`src/rtl/f12cw_pkg.sv`:
```
// ----------------------------------------------------------------------------
// f12cw_pkg
// Shared types and constants for the FAT12 cluster chain walker.
// ----------------------------------------------------------------------------
`default_nettype none

package f12cw_pkg;

    localparam logic [11:0] END_MARK           = 12'hFF0;
    localparam logic [11:0] FIRST_DATA_CLUSTER = 12'd2;

    typedef enum logic [1:0] {
        STS_OK        = 2'd0,
        STS_BAD_START = 2'd1,
        STS_TRUNCATED = 2'd2,
        STS_BAD_LINK  = 2'd3
    } walk_status_t;

    typedef enum logic {
        REQ_WRITE_BYTE = 1'b0,
        REQ_WALK       = 1'b1
    } req_type_t;

    // controller -> datapath
    typedef struct packed {
        logic wr_byte;     // store one table byte
        logic start_walk;  // load start cluster, clear link count
        logic fetch;       // table read in flight, form sector product
        logic emit;        // load output register, step to next link
    } f12cw_cmd_t;

    // datapath -> controller
    typedef struct packed {
        logic out_free;    // output register empty or being taken
        logic final_item;  // the result under evaluation ends the walk
    } f12cw_sts_t;

endpackage

`default_nettype wire

```
`src/rtl/f12cw_ctrl.sv`:
```
// ----------------------------------------------------------------------------
// f12cw_ctrl
// Sequencer: accepts requests, steps each chain link through fetch and
// evaluate, waits on the output register.
// ----------------------------------------------------------------------------
`default_nettype none

module f12cw_ctrl
    import f12cw_pkg::*;
(
    input  wire logic       aclk,
    input  wire logic       aresetn,
    input  wire logic       s_tvalid,
    input  wire logic       req_type,
    output logic            s_tready,
    output f12cw_cmd_t      cmd,
    input  wire f12cw_sts_t sts
);

    typedef enum logic [2:0] {
        ST_IDLE  = 3'b001,
        ST_FETCH = 3'b010,
        ST_EVAL  = 3'b100
    } state_t;

    state_t state_reg, state_next;

    always_comb begin
        state_next = state_reg;
        cmd        = '0;
        s_tready   = 1'b0;
        case (state_reg)
            ST_IDLE: begin
                s_tready = 1'b1;
                if (s_tvalid) begin
                    if (req_type == REQ_WALK) begin
                        cmd.start_walk = 1'b1;
                        state_next     = ST_FETCH;
                    end else begin
                        cmd.wr_byte = 1'b1;
                    end
                end
            end
            ST_FETCH: begin
                cmd.fetch  = 1'b1;
                state_next = ST_EVAL;
            end
            ST_EVAL: begin
                if (sts.out_free) begin
                    cmd.emit   = 1'b1;
                    state_next = sts.final_item ? ST_IDLE : ST_FETCH;
                end
            end
            default: begin
                state_next = ST_IDLE;
            end
        endcase
    end

    always_ff @(posedge aclk) begin
        if (!aresetn) begin
            state_reg <= ST_IDLE;
        end else begin
            state_reg <= state_next;
        end
    end

endmodule

`default_nettype wire

```
`config.mk`:
```
export PLATFORM = sky130hd
export DESIGN_NAME = f12cw_ctrl
export DESIGN_NICKNAME = d
export VERILOG_FILES = /design/src/rtl/f12cw_pkg.sv /design/src/rtl/f12cw_ctrl.sv
export SDC_FILE = /design/constraint.sdc
export NUM_CORES = 1
export LEC_CHECK = 0
export ABC_CLOCK_PERIOD_IN_PS = 2300
export BUFFER_PORTS_ARGS = -buffer_cell sky130_fd_sc_hd__buf_2
export CAP_MARGIN = 20
export CORE_AREA = 5 5 42 44
export CTS_CLUSTER_SIZE = 25
export DETAILED_ROUTE_END_ITERATION = 8
export DIE_AREA = 0 0 47 49
export PLACE_DENSITY = 0.35
export SLEW_MARGIN = 20
export SYNTH_ARGS = -nofsm -noshare
export SYNTH_HDL_FRONTEND = slang
export SYNTH_SLANG_ARGS = --single-unit
```
`constraint.sdc`:
```
create_clock -name aclk -period 2.3 [get_ports aclk]
set_input_delay 0.23 -clock aclk [delete_from_list [all_inputs] [get_ports aclk]]
set_output_delay 0.23 -clock aclk [all_outputs]
set_load 0.02 [all_outputs]
```
==> impl_results.md, run 1 <==
- Cell leakage power: around 0.13 nW
- Worst reg-to-reg setup slack: around 1.2 ns
- Syn_area_per_cell: approximately 10 um^2
- Share of cells above drive strength 1: 43.75%
- Hpwl dp: about 380 um
- DRC errors left: 0
- Max FO, Critical Path: 5
- IO Port Bufs: 10
- Number of flip-flops in the largest register: 3
- Clock share of power: just over 50%
- Initial antenna violation count: 0
- Ys Warns: 0
- Crit share post-route: between 60% and 70%
- Synth Cell Area: about 180 um^2
- First-pass GRT wire length: 814 um
- TritonCTS Buffers: 3
- Non-filler cells, final: 48
- RSZ-0062 raised after global routing: no
- Switching share of power: 25.87%
- Total clock sinks: 3
- Setup crit start kind: register
- # nets final: 39
- # hold bufs at CTS: 0
- Seq/Total Area, Yosys: approximately 34%
- GRT Util Overall: under 10%
- CP max stage delay: around 0.37 ns
- Placeable Area: 0.001401 mm^2
- PD cells: roughly 660 mW/mm^2
- 1st-iter DRT viols: 4
- Die H: 49 um
- Resized Gates After CTS: 0
- WL/cell: between 9 and 10 um
- Clock Pin Slew Worst Setup and Hold Paths: around 0.040 ns
- Largest net degree at the start of global routing: 7
- WL final: around 470 um
- Worst setup EP type: output port
- Synthesis-to-finish area growth: 53.85%
- Number of global-route vias before repair: between 150 and 200
- Filler Cells Inserted: 165
- Core Rows: 14
- Die area: 0.002303 mm^2
- Crit Path Class: register to output port
- GR Overflow Total: 0
- Max-slew violation count: 0
- Synth Net Count: 24
- Final hold viol count: 0
- Distinct cell type count after synthesis: 14
- Worst-path cell chain: nor3b_4 -> and3_1 -> buf_2
- GP Congestion: about 0.73
- DIE WIDTH: roughly 47 um
- Register share of total power: 32.1%
- Finish-stage setup viols: 0
- Sw Pwr: around 0.047 mW
- Post-layout min period: between 1 and 1.5 ns
- Worst-margin pin slew: slightly above 0.4 ns
- F_max: approximately 700 MHz
- Status: completed
- Ant diodes: 0
- Clock root cell: clkbuf_4
- Crit path DAT: approximately 1.2 ns
- Combinational Power Share: between 10% and 20%
- Initial core utilization: about 13%
- Clock Latency Late Sink: roughly 0.23 ns
- H-Tree Depth: 1
- Worst IR drop on VDD: around 240 uV
- Max transition margin: between 70% and 80%
- CTS tree: built
- CP Data Required Time: ~2.1 ns
- Clock Path Buffers: 2
- IO Pins: 11
- Antenna Violating Nets Remaining: 0
- Clock skew: 0.0001878 ns
- Via Count: around 190
- Hold WC Path Type: primary input to register
- Post-CTS setup buffer count: 0
- Int Pwr: approximately 0.14 mW
- DR vias/cell: a little under 4
- Placed cell count: between 40 and 50
- Yosys reg bits: 3
- Post-Synthesis Cells: 18
- MaxCap Viol Count: 0
- Critical path's slowest cell: dfxtp_1
- Setup_tns: 0 ns
- Drt pass-1 iters: 2
[per-layer routing]
| metal | part of all wire [%] | track usage [%] | vias to the layer above |
|---|---|---|---|
| met3 | 21 | 5.535 | 0 |
| li1 | - | - | 98 |
| met5 | 0 | 0 | - |
| met2 | 27 | 4.525 | 15 |
| met1 | 52 | 7.473 | 72 |
| met4 | 0 | 4.147 | 0 |
[per-stage QoR]
stage	setup slack [ns]	total power, mW	util, %	hold slack (ns)	instance area [um^2]
finish	0.8310	0.1830	19.64	0.2501	275.3
global route	0.6960	0.1987	19.64	0.2633	275.3
CTS	0.8222	0.1881	19.64	0.2513	275.3
detailed placement	1.080	0.09180	17.77	0.4843	249.0
global placement	1.082	0.09212	17.77	0.4874	249.0
floorplan	1.004	0.07893	-	0.3475	178.9
[cell type report]
type / instances / area (um^2) / area share (%)
clock buffers: 4 / 26.28 / 9.545
inverters: 1 / 3.754 / 1.364
multi-input cells: 14 / 115.1 / 41.82
flip-flops and latches: 3 / 60.06 / 21.82
well taps: 16 / 20.02 / 7.273
repair buffers: 10 / 50.05 / 18.18
[final timing paths]
check	from	to	cells past startpoint
worst min register to register	state_reg[0]	state_reg[2]	1
worst min-delay path	aresetn	state_reg[1]	2
worst max-delay path	state_reg[0]	cmd[2]	3
worst max register to register	state_reg[2]	state_reg[0]	3
[power groups by stage]
stage | Clock (mW) | Combinational [mW] | Sequential (mW)
CTS | 0.0970 | 0.0324 | 0.0587
detailed placement | 0 | 0.0323 | 0.0595
finish | 0.0921 | 0.0320 | 0.0588
floorplan | 0 | 0.0201 | 0.0589
global placement | 0 | 0.0325 | 0.0596
global route | 0.103 | 0.0358 | 0.0596
[synth_stat cells]
cell	instances	area (um^2)
a2111oi_0	1	8.760
a21boi_1	1	7.510
a21oi_1	1	5.000
and3_1	1	6.260
and3b_1	1	8.760
and4bb_1	1	12.51
dfxtp_1	3	60.06
inv_1	1	3.750
nand2_1	1	3.750
nor2b_1	1	6.260
nor3b_1	3	22.52
nor3b_4	1	18.77
o21a_1	1	7.510
o31ai_1	1	7.510
[logic make-up after synthesis]
kind of cell / count (synthesis) / share of synthesized area [%]
AND/OR/NAND/NOR: 9 / 44.06
buffers and inverters: 1 / 2.096
flip-flops: 3 / 33.57
AO/OA/AOI/OAI: 5 / 20.28
[critical path: cells and delay by family, from the launching register on]
family | cells | cell delay (ns)
AND/OR/NAND/NOR | 2 | 0.47
flip-flops | 1 | 0.37
buffers and inverters | 1 | 0.16
[cell usage in the layout, fill, tap and decap left out]
master	instances
buf_2	10
nor3b_1	3
clkbuf_4	3
dfxtp_1	3
nor3b_4	1
and3_1	1
and4bb_1	1
and3b_1	1
inv_1	1
a2111oi_0	1
nand2_1	1
a21boi_1	1
o31ai_1	1
a21oi_1	1
nor2b_1	1
o21a_1	1
clkbuf_1	1
Power figures use the tool's default switching activity.
==> inputs of run 2 (changes only) <==
--- a/config.mk
+++ b/config.mk
@@ -5,7 +5,7 @@
 export SDC_FILE = /design/constraint.sdc
 export NUM_CORES = 1
 export LEC_CHECK = 0
-export ABC_CLOCK_PERIOD_IN_PS = 2300
+export ABC_CLOCK_PERIOD_IN_PS = 1370
 export BUFFER_PORTS_ARGS = -buffer_cell sky130_fd_sc_hd__buf_2
 export CAP_MARGIN = 20
 export CORE_AREA = 5 5 42 44
==> constraint.sdc (replaced) <==
create_clock -name aclk -period 1.37 [get_ports aclk]
set_input_delay 0.137 -clock aclk [delete_from_list [all_inputs] [get_ports aclk]]
set_output_delay 0.137 -clock aclk [all_outputs]
set_load 0.02 [all_outputs]
==> run 2 against run 1 <==
Compared with the run above:
- register-to-register slack worse by 0.87 ns
- die area stayed put
- via count stayed put
- clock power is 67% higher
- final area is 6.8% higher
- count of clock-buffer cells in the layout stayed put
- flip-flop and latch count stayed put
- non-clock buffer count is 1 higher
- critical endpoint unchanged
==> impl_results.md, run 2 (synthesis gave the netlist of run 1 again) <==
- Status: completed
- GR Overflow Total: 0 (unchanged)
- Combinational Power Share: 20.0% (+2.5 points)
- WL/cell: 10.43 um (+6.5%)
- # hold bufs at CTS: 0 (unchanged)
- Crit path DAT: 1.15 ns (-0.09 ns)
- Commonest non-fill, non-tap cell in the layout: buf_2
- First-pass GRT wire length: 862 um (+5.9%)
- Switching share of power: 25.56% (-0.31 points)
- Clock Pin Slew Worst Setup and Hold Paths: 0.04 ns (about the same)
- Sw Pwr: 0.08099 mW (+71%)
- Antenna Violating Nets Remaining: 0 (unchanged)
- DRC errors left: 0 (unchanged)
- Worst-margin pin slew: 0.3901 ns (-0.01501 ns)
- Max FO, Critical Path: 5 (unchanged)
- Max-slew violation count: 0 (unchanged)
- Final hold viol count: 0 (unchanged)
- CP Data Required Time: 1.23 ns (-0.84 ns)
- Worst-path cell chain: nor3b_4 -> and3_4 -> buf_4
- GRT Util Overall: 5.775% (+0.28 points)
- CP max stage delay: 0.34 ns (-0.03 ns)
- Cell family with most CP delay: simple AND/OR/NAND/NOR gates
- Drt pass-1 iters: 2 (unchanged)
- Clock skew: 0.0004303 ns (+0.0002425 ns)
- WL final: 511 um (+8.7%)
- Non-filler cells, final: 49 (+2.1%)
- Crit Path Class: register to output port
- MaxCap Viol Count: 0 (unchanged)
- Cell leakage power: 0.1306 nW (+3.3%)
- Core Rows: 14 (unchanged)
- Worst setup EP type: output port
- Int Pwr: 0.2359 mW (+74%)
- GP Congestion: 0.7425 (+1.4%)
- Number of flip-flops in the largest register: 3 (unchanged)
- DR vias/cell: 3.776 (-2.0%)
- Die H: 49 um (unchanged)
- Post-layout min period: approximately 1.3 ns
- Clock Path Buffers: 2 (unchanged)
- Largest net degree at the start of global routing: 7 (unchanged)
- Register share of total power: 31.5% (-0.6 points)
- 1st-iter DRT viols: 3 (-1)
- Synthesis-to-finish area growth: 64.34%
- Initial antenna violation count: 0 (unchanged)
- Die area: 0.002303 mm^2 (unchanged)
- Via Count: 185 (unchanged)
- Clock root cell: clkbuf_4
- H-Tree Depth: 1 (unchanged)
- RSZ-0062 raised after global routing: no
- Most frequent cells in the layout: buf_2, nor3b_1, clkbuf_4, dfxtp_2, buf_4
- # nets final: 40 (+2.6%)
- Setup crit start kind: register
- Total clock sinks: 3 (unchanged)
- Hold WC Path Type: primary input to register
- Worst IR drop on VDD: 410.2 uV (+74%)
- F_max: 775.7 MHz
- Final Util: 20.98% (+1.3 points)
- Placed cell count: 44 (unchanged)
- TritonCTS Buffers: 3 (unchanged)
- Overall Power: 0.3169 mW (+73%)
- DIE WIDTH: 47 um (unchanged)
- Setup_tns: 0 ns (unchanged)
- Ant diodes: 0 (unchanged)
- Max transition margin: 73.32% (+1.0 points)
- CTS tree: built
- Hpwl dp: 392.4 um (+3.4%)
- IO Port Bufs: 10 (unchanged)
- Placeable Area: 0.001401 mm^2 (unchanged)
- Filler Cells Inserted: 165 (unchanged)
- PD cells: 1078 mW/mm^2 (+62%)
- Clock Latency Late Sink: 0.23 ns (about the same)
- Share of cells above drive strength 1: 57.58% (+14 points)
- Crit share post-route: 94.10%
- Clock share of power: 48.5% (-1.8 points)
- IO Pins: 11 (unchanged)
- Number of global-route vias before repair: 186 (+0.54%)
- Buf/Inv on CP: 1 (unchanged)
- Finish-stage setup viols: 0 (unchanged)
- Initial core utilization: 12.77% (unchanged)
- Critical path's slowest cell: dfxtp_2
[run 2: cell count changes in the layout (fill, tap and decap cells not counted)]
cell     delta
and3_1      -1
and3_4      +1
buf_2       -1
buf_4       +2
dfxtp_1     -3
dfxtp_2     +3
[run 2: layout make-up]
type,instances,area [um^2],share of cell area [%]
clock buffers,4,26.28,8.936
flip-flops and latches,3,63.81,21.70
inverters,1,3.754,1.277
repair buffers,11,60.06,20.43
multi-input cells,14,120.1,40.85
well taps,16,20.02,6.809
[run 2: through the flow]
stage	setup WS (ns)	hold WS, ns	instance area, um^2
2_1_floorplan	0.07376	0.2545	178.9
3_3_place_gp	0.2228	0.4009	249.0
3_5_place_dp	0.2185	0.3859	249.0
4_1_cts	0.007819	0.1406	282.8
5_1_grt	0.007778	0.1503	294.0
6_report	0.08080	0.1445	294.0
[run 2: routing by layer]
| layer | share of wire [%] | GRT usage [%] |
|---|---|---|
| met4 | 0 | 4.147 |
| met2 | 34 | 5.882 |
| met3 | 14 | 5.904 |
| met5 | 0 | 0 |
| met1 | 52 | 6.813 |
[run 2: repair_timing]
item | in CTS | in global routing
setup buffers | 1 | 0
pin swaps | 0 | 1
setup endpoints to repair | 1 | 3
gates resized for setup | 0 | 5
[run 2: final timing paths]
check,start,end,slack [ns],depth (start not counted)
max,state_reg[0],cmd[2],0.08,3
max reg2reg,state_reg[2],state_reg[0],0.29,3
min,aresetn,state_reg[1],0.14,2
min reg2reg,state_reg[0],state_reg[2],0.44,1
[run 2: power by group through the flow]
stage	Sequential (mW)	Clock [mW]	Combinational (mW)
2_1_floorplan	0.0988	0	0.0337
3_3_place_gp	0.100	0	0.0545
3_5_place_dp	0.100	0	0.0541
4_1_cts	0.0986	0.162	0.0597
5_1_grt	0.101	0.176	0.0682
6_report	0.0998	0.154	0.0634
[run 2: worst register-to-register path, cell delays in order (launching register included)]
cell,delay (ns)
dfxtp_2,0.36
inv_1,0.07
a2111oi_0,0.38
o31ai_1,0.14
